<file path="src/design/qse_pkg.sv">
// Shared types, constants and escape helpers for the quoted string escaper.
package qse_pkg;

    localparam int unsigned QSE_MAX_STRING_BYTES = 65535;
    localparam int unsigned QSE_COUNT_W          = 18;
    localparam int unsigned QSE_HARD_CAP         = 262142;
    localparam int unsigned QSE_FIFO_DEPTH       = 4;
    localparam int unsigned QSE_MAX_CHARS        = 6;

    localparam logic [7:0] CH_QUOTE  = 8'h22;
    localparam logic [7:0] CH_APOS   = 8'h27;
    localparam logic [7:0] CH_BSLASH = 8'h5c;
    localparam logic [7:0] CH_LOW_X  = 8'h78;
    localparam logic [7:0] CH_LOW_B  = 8'h62;
    localparam logic [7:0] CH_LOW_T  = 8'h74;
    localparam logic [7:0] CH_LOW_V  = 8'h76;
    localparam logic [7:0] CH_LOW_N  = 8'h6e;
    localparam logic [7:0] CH_LOW_F  = 8'h66;
    localparam logic [7:0] CH_LOW_R  = 8'h72;
    localparam logic [7:0] CH_ZERO   = 8'h30;
    localparam logic [7:0] CH_HEX_A  = 8'h57; // 'a' - 10

    localparam logic [7:0] B_BS    = 8'h08;
    localparam logic [7:0] B_HT    = 8'h09;
    localparam logic [7:0] B_LF    = 8'h0a;
    localparam logic [7:0] B_VT    = 8'h0b;
    localparam logic [7:0] B_FF    = 8'h0c;
    localparam logic [7:0] B_CR    = 8'h0d;
    localparam logic [7:0] B_SPACE = 8'h20;
    localparam logic [7:0] B_DEL   = 8'h7f;
    localparam logic [7:0] B_HI_END = 8'ha0;

    typedef struct packed {
        logic [7:0] data_byte;
        logic       first_of_string;
        logic       last_of_string;
        logic       empty_string;
    } item_t;

    typedef struct packed {
        logic [7:0]             char_out;
        logic                   has_char;
        logic [QSE_COUNT_W-1:0] total_length;
        logic                   end_of_run;
    } result_t;

    // One queued request: the characters it expands to and how it ends.
    typedef struct packed {
        logic [QSE_MAX_CHARS-1:0][7:0] chars;
        logic [2:0]                    last_idx;
        logic                          no_char;
        logic                          ends;
        logic [QSE_COUNT_W-1:0]        total;
    } op_t;

    typedef struct packed {
        logic [3:0][7:0] seq;
        logic [2:0]      len;
    } esc_t;

    function automatic logic [7:0] hex_digit(input logic [3:0] n);
        return (n < 4'd10) ? (CH_ZERO + {4'h0, n}) : (CH_HEX_A + {4'h0, n});
    endfunction

    function automatic esc_t escape_byte(input logic [7:0] b);
        esc_t e;
        e.seq    = '0;
        e.seq[0] = CH_BSLASH;
        e.len    = 3'd2;
        unique case (b)
            B_BS:      e.seq[1] = CH_LOW_B;
            B_HT:      e.seq[1] = CH_LOW_T;
            B_VT:      e.seq[1] = CH_LOW_V;
            B_LF:      e.seq[1] = CH_LOW_N;
            B_FF:      e.seq[1] = CH_LOW_F;
            B_CR:      e.seq[1] = CH_LOW_R;
            CH_QUOTE:  e.seq[1] = CH_QUOTE;
            CH_APOS:   e.seq[1] = CH_APOS;
            CH_BSLASH: e.seq[1] = CH_BSLASH;
            default:
            begin
                if (b < B_SPACE || (b >= B_DEL && b <= B_HI_END))
                begin
                    e.seq[1] = CH_LOW_X;
                    e.seq[2] = hex_digit(b[7:4]);
                    e.seq[3] = hex_digit(b[3:0]);
                    e.len    = 3'd4;
                end
                else
                begin
                    e.seq[0] = b;
                    e.len    = 3'd1;
                end
            end
        endcase
        return e;
    endfunction

endpackage

</file>
<file path="src/design/qse_front.sv">
// Front end: takes input bytes, escapes them, keeps the running count, queues requests.
module qse_front #(
    parameter int unsigned MAX_STRING_BYTES = qse_pkg::QSE_MAX_STRING_BYTES
) (
    input  logic           clk,
    input  logic           rst_n,
    input  logic           cfg_wr_en,
    input  logic           cfg_wr_data,
    input  logic           push,
    input  qse_pkg::item_t item,
    input  logic           fifo_full,
    output logic           wr_en,
    output qse_pkg::op_t   wr_op
);
    import qse_pkg::*;

    localparam longint unsigned LIM_RAW = 64'(MAX_STRING_BYTES) * 64'd4 + 64'd2;
    localparam logic [QSE_COUNT_W-1:0] COUNT_LIMIT =
        (LIM_RAW > 64'(QSE_HARD_CAP)) ? QSE_COUNT_W'(QSE_HARD_CAP) : QSE_COUNT_W'(LIM_RAW);

    logic                   measure_reg;
    logic [QSE_COUNT_W-1:0] count_reg, count_next;
    logic                   accept;
    op_t                    op;

    assign accept = push && !fifo_full;

    always_comb
    begin
        esc_t                   e;
        logic [2:0]             pos;
        logic [2:0]             add;
        logic [QSE_COUNT_W-1:0] base;
        logic [QSE_COUNT_W:0]   sum;
        logic [QSE_COUNT_W-1:0] sat;
        e          = escape_byte(item.data_byte);
        op         = '0;
        op.no_char = measure_reg;
        count_next = count_reg;
        pos        = 3'd0;
        add        = {2'b0, item.first_of_string} + e.len + {2'b0, item.last_of_string};
        base       = item.first_of_string ? '0 : count_reg;
        sum        = {1'b0, base} + (QSE_COUNT_W+1)'(add);
        sat        = (sum > {1'b0, COUNT_LIMIT}) ? COUNT_LIMIT : sum[QSE_COUNT_W-1:0];
        if (item.empty_string)
        begin
            op.chars[0] = CH_QUOTE;
            op.chars[1] = CH_QUOTE;
            op.last_idx = measure_reg ? 3'd0 : 3'd1;
            op.ends     = 1'b1;
            op.total    = QSE_COUNT_W'(2);
            count_next  = '0;
        end
        else
        begin
            if (item.first_of_string)
            begin
                op.chars[0] = CH_QUOTE;
                pos         = 3'd1;
            end
            for (int i = 0; i < 4; i++)
            begin
                if (3'(i) < e.len)
                    op.chars[pos + 3'(i)] = e.seq[i];
            end
            pos = pos + e.len;
            if (item.last_of_string)
            begin
                op.chars[pos] = CH_QUOTE;
                op.ends       = 1'b1;
                op.total      = sat;
                count_next    = '0;
            end
            else
            begin
                count_next = sat;
            end
            op.last_idx = measure_reg ? 3'd0 : (add - 3'd1);
        end
    end

    // Measure mode queues only the end-of-string length request.
    assign wr_en = accept && (!measure_reg || item.last_of_string || item.empty_string);
    assign wr_op = op;

    always_ff @(posedge clk or negedge rst_n)
    begin
        if (!rst_n)
        begin
            measure_reg <= 1'b0;
            count_reg   <= '0;
        end
        else
        begin
            if (cfg_wr_en)
                measure_reg <= cfg_wr_data;
            if (accept)
                count_reg <= count_next;
        end
    end

    a_count_limit: assert property (@(posedge clk) disable iff (!rst_n)
        count_reg <= COUNT_LIMIT)
        else $error("running count above limit");

    a_count_clear: assert property (@(posedge clk) disable iff (!rst_n)
        accept && (item.last_of_string || item.empty_string) |=> count_reg == '0)
        else $error("count not cleared at end of string");

    a_no_write_full: assert property (@(posedge clk) disable iff (!rst_n)
        wr_en |-> !fifo_full)
        else $error("request queued into full fifo");

endmodule

</file>
<file path="src/design/qse_fifo.sv">
// Short request queue between the front end and the back end.
module qse_fifo (
    input  logic         clk,
    input  logic         rst_n,
    input  logic         wr_en,
    input  qse_pkg::op_t wr_op,
    input  logic         rd_en,
    output qse_pkg::op_t rd_op,
    output logic         full,
    output logic         empty
);
    import qse_pkg::*;

    localparam int unsigned PTR_W = $clog2(QSE_FIFO_DEPTH);
    localparam int unsigned CNT_W = $clog2(QSE_FIFO_DEPTH + 1);

    op_t              mem [QSE_FIFO_DEPTH];
    logic [PTR_W-1:0] wr_ptr_reg, wr_ptr_next;
    logic [PTR_W-1:0] rd_ptr_reg, rd_ptr_next;
    logic [CNT_W-1:0] cnt_reg, cnt_next;
    logic             do_wr, do_rd;

    assign full  = (cnt_reg == CNT_W'(QSE_FIFO_DEPTH));
    assign empty = (cnt_reg == '0);
    assign do_wr = wr_en && !full;
    assign do_rd = rd_en && !empty;
    assign rd_op = mem[rd_ptr_reg];

    always_comb
    begin
        wr_ptr_next = wr_ptr_reg;
        rd_ptr_next = rd_ptr_reg;
        cnt_next    = cnt_reg;
        if (do_wr)
            wr_ptr_next = (wr_ptr_reg == PTR_W'(QSE_FIFO_DEPTH - 1)) ? '0 : wr_ptr_reg + 1'b1;
        if (do_rd)
            rd_ptr_next = (rd_ptr_reg == PTR_W'(QSE_FIFO_DEPTH - 1)) ? '0 : rd_ptr_reg + 1'b1;
        if (do_wr && !do_rd)
            cnt_next = cnt_reg + 1'b1;
        else if (do_rd && !do_wr)
            cnt_next = cnt_reg - 1'b1;
    end

    always_ff @(posedge clk)
    begin
        if (do_wr)
            mem[wr_ptr_reg] <= wr_op;
    end

    always_ff @(posedge clk or negedge rst_n)
    begin
        if (!rst_n)
        begin
            wr_ptr_reg <= '0;
            rd_ptr_reg <= '0;
            cnt_reg    <= '0;
        end
        else
        begin
            wr_ptr_reg <= wr_ptr_next;
            rd_ptr_reg <= rd_ptr_next;
            cnt_reg    <= cnt_next;
        end
    end

    a_cnt_range: assert property (@(posedge clk) disable iff (!rst_n)
        cnt_reg <= CNT_W'(QSE_FIFO_DEPTH))
        else $error("fifo count out of range");

    a_ptr_gap: assert property (@(posedge clk) disable iff (!rst_n)
        empty |-> wr_ptr_reg == rd_ptr_reg)
        else $error("fifo pointers disagree with count");

    a_no_read_empty: assert property (@(posedge clk) disable iff (!rst_n)
        rd_en |-> !empty)
        else $error("fifo read while empty");

endmodule

</file>
<file path="src/design/qse_back.sv">
// Back end: feeds requests to the result register one character per cycle while popped.
module qse_back (
    input  logic             clk,
    input  logic             rst_n,
    input  logic             fifo_empty,
    input  qse_pkg::op_t     head,
    output logic             rd_en,
    input  logic             pop,
    output logic             empty,
    output qse_pkg::result_t result
);
    import qse_pkg::*;

    logic [2:0] idx_reg, idx_next;
    logic       valid_reg, valid_next;
    result_t    result_reg, result_next;
    logic       load;
    logic       at_last;

    assign load    = !fifo_empty && (!valid_reg || pop);
    assign at_last = (idx_reg == head.last_idx);
    assign rd_en   = load && at_last;

    always_comb
    begin
        result_next.has_char     = !head.no_char;
        result_next.char_out     = head.no_char ? 8'h00 : head.chars[idx_reg];
        result_next.end_of_run   = at_last && head.ends;
        result_next.total_length = (at_last && head.ends) ? head.total : '0;
    end

    always_comb
    begin
        idx_next   = idx_reg;
        valid_next = valid_reg;
        if (load)
        begin
            idx_next   = at_last ? 3'd0 : idx_reg + 3'd1;
            valid_next = 1'b1;
        end
        else if (pop)
        begin
            valid_next = 1'b0;
        end
    end

    always_ff @(posedge clk)
    begin
        if (load)
            result_reg <= result_next;
    end

    always_ff @(posedge clk or negedge rst_n)
    begin
        if (!rst_n)
        begin
            idx_reg   <= 3'd0;
            valid_reg <= 1'b0;
        end
        else
        begin
            idx_reg   <= idx_next;
            valid_reg <= valid_next;
        end
    end

    assign empty  = !valid_reg;
    assign result = result_reg;

    a_idx_bound: assert property (@(posedge clk) disable iff (!rst_n)
        !fifo_empty |-> idx_reg <= head.last_idx)
        else $error("character index past end of request");

    a_idx_idle: assert property (@(posedge clk) disable iff (!rst_n)
        fifo_empty |-> idx_reg == 3'd0)
        else $error("character index left mid-request");

    a_total_end: assert property (@(posedge clk) disable iff (!rst_n)
        valid_reg && !result_reg.end_of_run |-> result_reg.total_length == '0)
        else $error("total shown on a non-final result");

endmodule

</file>
<file path="src/design/quoted_string_escaper_core.sv">
// Top level of the quoted string escaper: front end, request fifo, back end.
//
//  channel   handshake            payload
//  input     push / full          item   (item_t)
//  result    empty / pop          result (result_t)
//  config    cfg_wr_en            cfg_wr_data (measure_only)
//
// One input byte is taken per cycle while the 4-entry request fifo has room.
// The back end emits one result per cycle while results are popped; a byte expands
// to up to 6 results, so escapes back up the fifo and raise full.
// An accepted request is written into the fifo, and its first result is then registered in the result register.
// Reset clears the running count, measure_only, the fifo and the result valid flag.
module quoted_string_escaper_core #(
    parameter int unsigned MAX_STRING_BYTES = qse_pkg::QSE_MAX_STRING_BYTES
) (
    input  logic             clk,
    input  logic             rst_n,
    input  logic             cfg_wr_en,
    input  logic             cfg_wr_data,
    input  logic             push,
    output logic             full,
    input  qse_pkg::item_t   item,
    input  logic             pop,
    output logic             empty,
    output qse_pkg::result_t result
);
    import qse_pkg::*;

    logic fifo_wr_en, fifo_rd_en, fifo_full, fifo_empty;
    op_t  fifo_wr_op, fifo_rd_op;

    qse_front #(
        .MAX_STRING_BYTES(MAX_STRING_BYTES)
    ) u_front (
        .clk        (clk),
        .rst_n      (rst_n),
        .cfg_wr_en  (cfg_wr_en),
        .cfg_wr_data(cfg_wr_data),
        .push       (push),
        .item       (item),
        .fifo_full  (fifo_full),
        .wr_en      (fifo_wr_en),
        .wr_op      (fifo_wr_op)
    );

    qse_fifo u_fifo (
        .clk  (clk),
        .rst_n(rst_n),
        .wr_en(fifo_wr_en),
        .wr_op(fifo_wr_op),
        .rd_en(fifo_rd_en),
        .rd_op(fifo_rd_op),
        .full (fifo_full),
        .empty(fifo_empty)
    );

    qse_back u_back (
        .clk       (clk),
        .rst_n     (rst_n),
        .fifo_empty(fifo_empty),
        .head      (fifo_rd_op),
        .rd_en     (fifo_rd_en),
        .pop       (pop),
        .empty     (empty),
        .result    (result)
    );

    assign full = fifo_full;

endmodule
</file>
<file path="config.mk">
export PLATFORM = sky130hd
export DESIGN_NAME = quoted_string_escaper_core
export DESIGN_NICKNAME = d
export VERILOG_FILES = /design/src/design/qse_pkg.sv /design/src/design/qse_front.sv /design/src/design/qse_fifo.sv /design/src/design/qse_back.sv /design/src/design/quoted_string_escaper_core.sv
export SDC_FILE = /design/constraint.sdc
export NUM_CORES = 1
export LEC_CHECK = 0
export BUFFER_PORTS_ARGS = -buffer_cell sky130_fd_sc_hd__buf_4
export CORE_MARGIN = 2
export CORE_UTILIZATION = 33
export CTS_CLUSTER_SIZE = 40
export DETAILED_ROUTE_END_ITERATION = 8
export PLACE_DENSITY_LB_ADDON = 0.25
export REMOVE_ABC_BUFFERS = 1
export SLEW_MARGIN = 20
export SYNTH_ARGS = -nofsm -noshare
export SYNTH_HDL_FRONTEND = slang
export SYNTH_SLANG_ARGS = --single-unit
</file>
<file path="constraint.sdc">
create_clock -name clk -period 4.1 [get_ports clk]
set_clock_uncertainty 0.15 [all_clocks]
set_input_delay 0.205 -clock clk [delete_from_list [all_inputs] [get_ports clk]]
set_output_delay 0.205 -clock clk [all_outputs]
set_load 0.02 [all_outputs]
</file>
==> Flow_metrics.wiki <==
{| class="wikitable"
! Metric !! Value
|-
| Result of the run || completed
|-
| Clock-pin transition on the worst setup and hold timing paths || about 50 ps
|-
| Ratio of routed vias to standard cells || around 5.1
|-
| TritonCTS clock tree || built
|-
| Die width || about 210 um
|-
| Total number of placement rows || 73
|-
| DRC violations left || 0
|-
| Commonest register cell after synthesis || edfxtp_1
|-
| Transition at the pin with the smallest max-transition slack || between 700 and 800 ps
|-
| Biggest fanout along the worst timing path || 4
|-
| Critical path data arrival time || between 4000 and 5000 ps
|-
| Count of input and output buffers || between 40 and 50
|-
| Setup Crit Path Kind || input pin to flip-flop
|-
| Slew headroom || 0.485
|-
| Fraction of layout cells with a size suffix above 1 || 0.317
|-
| Final Max Slew Viols || 0
|-
| RD Place Congestion || 0.876
|-
| Number of sinks driven by the clock tree || 302
|-
| Clock latency of the later-clocked register in the worst-skew pair || about 530 ps
|-
| Area of the die || ~42000 sq um
|-
| WL final || 31700 um
|-
| Share of the clock period used by the worst path after layout || 0.971
|-
| Core ar. || 40000 sq um
|-
| Antenna violations before repair || 0
|-
| Fin util || 0.409
|-
| Count of placed standard cells in the final layout, fillers left out || 1557
|-
| Number of max-capacitance violations reported || 0
|-
| Final number of hold-violating endpoints || 0
|-
| Max VDD drop || roughly 0.00025 V
|-
| Pre-CTS setup slack || -692 ps
|-
| Largest net degree at the start of global routing || 48
|-
| All-layer global routing usage || 0.155
|-
| Count of flip-flops with a built-in enable after synthesis || around 270
|-
| # fillers || 3722
|-
| Synthesized instance count || slightly below 900
|-
| Synth warn || 0
|-
| Net count, final || roughly 1000
|-
| Wire length of the first global-routing pass || 49600 um
|-
| Die boundary height || 206 um
|-
| GRT overflow || 0
|-
| Areal power density over the cells || between 600 and 700 nW/um^2
|-
| Path category of the worst min-delay check || input pin to flip-flop
|-
| Total half-perimeter wirelength after legalization and detailed placement || between 20000 and 25000 um
|-
| Data required time at the worst endpoint || around 4200 ps
|-
| Total power consumption of the routed design || 10.1 mW
|-
| Leakage power total || 5.68 nW
|-
| DR iter-0 viols || 538
|-
| Final routed wire length divided by cell count || roughly 20 um
|-
| Starting Density || 0.336
|-
| Number of optimization iterations in the first detailed-route pass || 5
|-
| Final critical path time including I/O delays and setup || slightly below 4000 ps
|-
| Via count || 7891
|-
| Cell area after technology mapping || 13400 sq um
|-
| Final worst slack || ~120 ps
|-
| Average size of a mapped cell || about 16 sq um
|-
| Inst Count DP || 1481
|-
| Element type at the critical path end || flip-flop
|-
| Area added between synthesis and finish || 21.7%
|-
| Library cells used by synthesis || 65
|-
| Number of nets with antenna violations after routing || 0
|-
| Unrepaired setup endpoints after global routing || true
|-
| Crit path launch type || input pin
|-
| Flops & latches, synth || 302
|-
| Maximum clock frequency || between 0.2 and 0.3 GHz
|-
| Number of flip-flops in the largest register || approximately 240
|-
| Clock buffer depth || 3
|-
| Part of the Yosys area used for sequential elements || 0.663
|-
| Boundary Pins || 47
|-
| Number of global-route vias before repair || about 8400
|-
| Fraction of synthesis flops using an asynchronous set or reset pin || 0.0993
|-
| H-Tree Level Count || 2
|-
| Count of inserted antenna diode cells || 0
|-
| Total of endpoints with negative setup slack in the final report || 0
|-
| Num CTS Buffers || 35
|-
| Clock tree root buffer cell || clkbuf_16
|}
## routing by layer
| metal | GRT usage | vias to the layer above | share of wire |
|---|---|---|---|
| met3 | 0.0249 | 45 | 0.038 |
| met4 | 0.0411 | 0 | 0.019 |
| li1 | - | 3657 | - |
| met5 | 0 | - | 0 |
| met1 | 0.212 | 4048 | 0.46 |
| met2 | 0.257 | 141 | 0.48 |
## critical path, cell delays in order
cell	delay, ps
buf_8	100
inv_6	50
ha_4	100
or4b_4	470
a21o_4	200
o211ai_2	80
or3_4	170
inv_4	40
fa_2	560
ha_4	140
inv_2	40
fa_2	400
nand2b_4	170
nor3_4	230
mux2i_4	110
a311oi_2	280
xnor2_1	130
nor4_1	250
nand4_1	160
and4_4	220
## logic make-up (layout without fill, tap and decap cells)
group,count (synthesis),after routing,synth area share
flip-flops,302,302,0.663
AND/OR/NAND/NOR,226,226,0.0850
AO/OA/AOI/OAI,137,137,0.0684
multiplexers,77,77,0.121
buffers and inverters,75,242,0.0225
adder cells (fa/ha/maj),25,25,0.0249
XOR/XNOR,23,23,0.0150
## cell type report
cell class / count / area (sq um) / area share
clock buffer: 50 / 983 / 0.0601
clock inverter: 13 / 90.1 / 0.00550
inverter: 30 / 120 / 0.00734
multi-input combinational: 488 / 4420 / 0.270
sequential: 302 / 8920 / 0.545
tap: 525 / 657 / 0.0401
timing repair buffer: 149 / 1180 / 0.0718
## where the power goes
part	total [mW]	internal [mW]	switching [mW]
registers	4.35	4.13	0.217
clock network	2.91	1.68	1.22
logic	2.83	1.26	1.57
total	10.1	7.08	3.01
## synth_stat cells (all sizes together) (4+ instances only)
cell,number,share of area
and3,25,0.012
nor2b,12,0.0056
clkbuf,30,0.0084
o22ai,5,0.0023
mux2i,5,0.0037
xor2,7,0.0046
mux4,68,0.11
nand2b,10,0.0047
mux2,4,0.0033
dfrtp,30,0.056
nor3b,4,0.0022
inv,30,0.0086
nand2,46,0.013
xnor2,16,0.010
nand3,14,0.0052
nor2,62,0.017
a21o,5,0.0033
buf,15,0.0056
nand4,4,0.0019
or3,8,0.0037
ha,22,0.020
a32o,5,0.0037
nor3,19,0.0074
a21oi,44,0.017
and2,11,0.0051
edfxtp,272,0.61
a211oi,5,0.0028
o21ai,32,0.013
a31oi,13,0.0060
## per-stage QoR
stage	area (sq um)	TNS, ps	hold WS [ps]
final	16400	0	24.6
after global routing	16400	-735	68.0
after CTS	16200	0	5.33
after detailed placement	15000	-43590	39.1
after global placement	15000	-35850	41.7
after floorplan	13300	-66890	-241
## placed cells by master, fill, tap and decap left out, types with 23 or more instances in the layout
cell type	n
a21oi_1	39
and3_1	23
buf_4	140
clkbuf_16	36
dfrtp_1	28
edfxtp_1	272
mux4_2	68
nand2_1	46
nor2_1	58
o21ai_0	29
## what timing repair did
action                                 in CTS  in global routing
setup buffers                               2                  6
gates resized for setup                     7                 39
setup endpoints to repair                  44                 79
endpoints found under the hold margin      48                  0
gates cloned                                0                  0
pin swaps                                   4                 15
hold buffers                                5                  0
## path summary, 6_finish.rpt
path / endpoint / from / slack [ps] / cells after the start
worst max-delay path: u_fifo.mem[1][0]$_DFFE_PP_ / item[7] / 120 / 20
worst min register to register: u_fifo.cnt_reg[2]$_DFFE_PN0P_ / u_fifo.cnt_reg[2]$_DFFE_PN0P_ / 340 / 1
max in group asynchronous: u_fifo.rd_ptr_reg[0]$_DFFE_PN0P_ / rst_n / 3410 / 2
worst max register to register: u_fifo.mem[1][0]$_DFFE_PP_ / u_front.count_reg[0]$_DFFE_PN0P_ / 940 / 12
worst min-delay path: u_fifo.mem[2][1]$_DFFE_PP_ / item[1] / 20 / 3
min in group asynchronous: u_fifo.rd_ptr_reg[0]$_DFFE_PN0P_ / rst_n / 40 / 2
(Power assumes the default switching activity.)
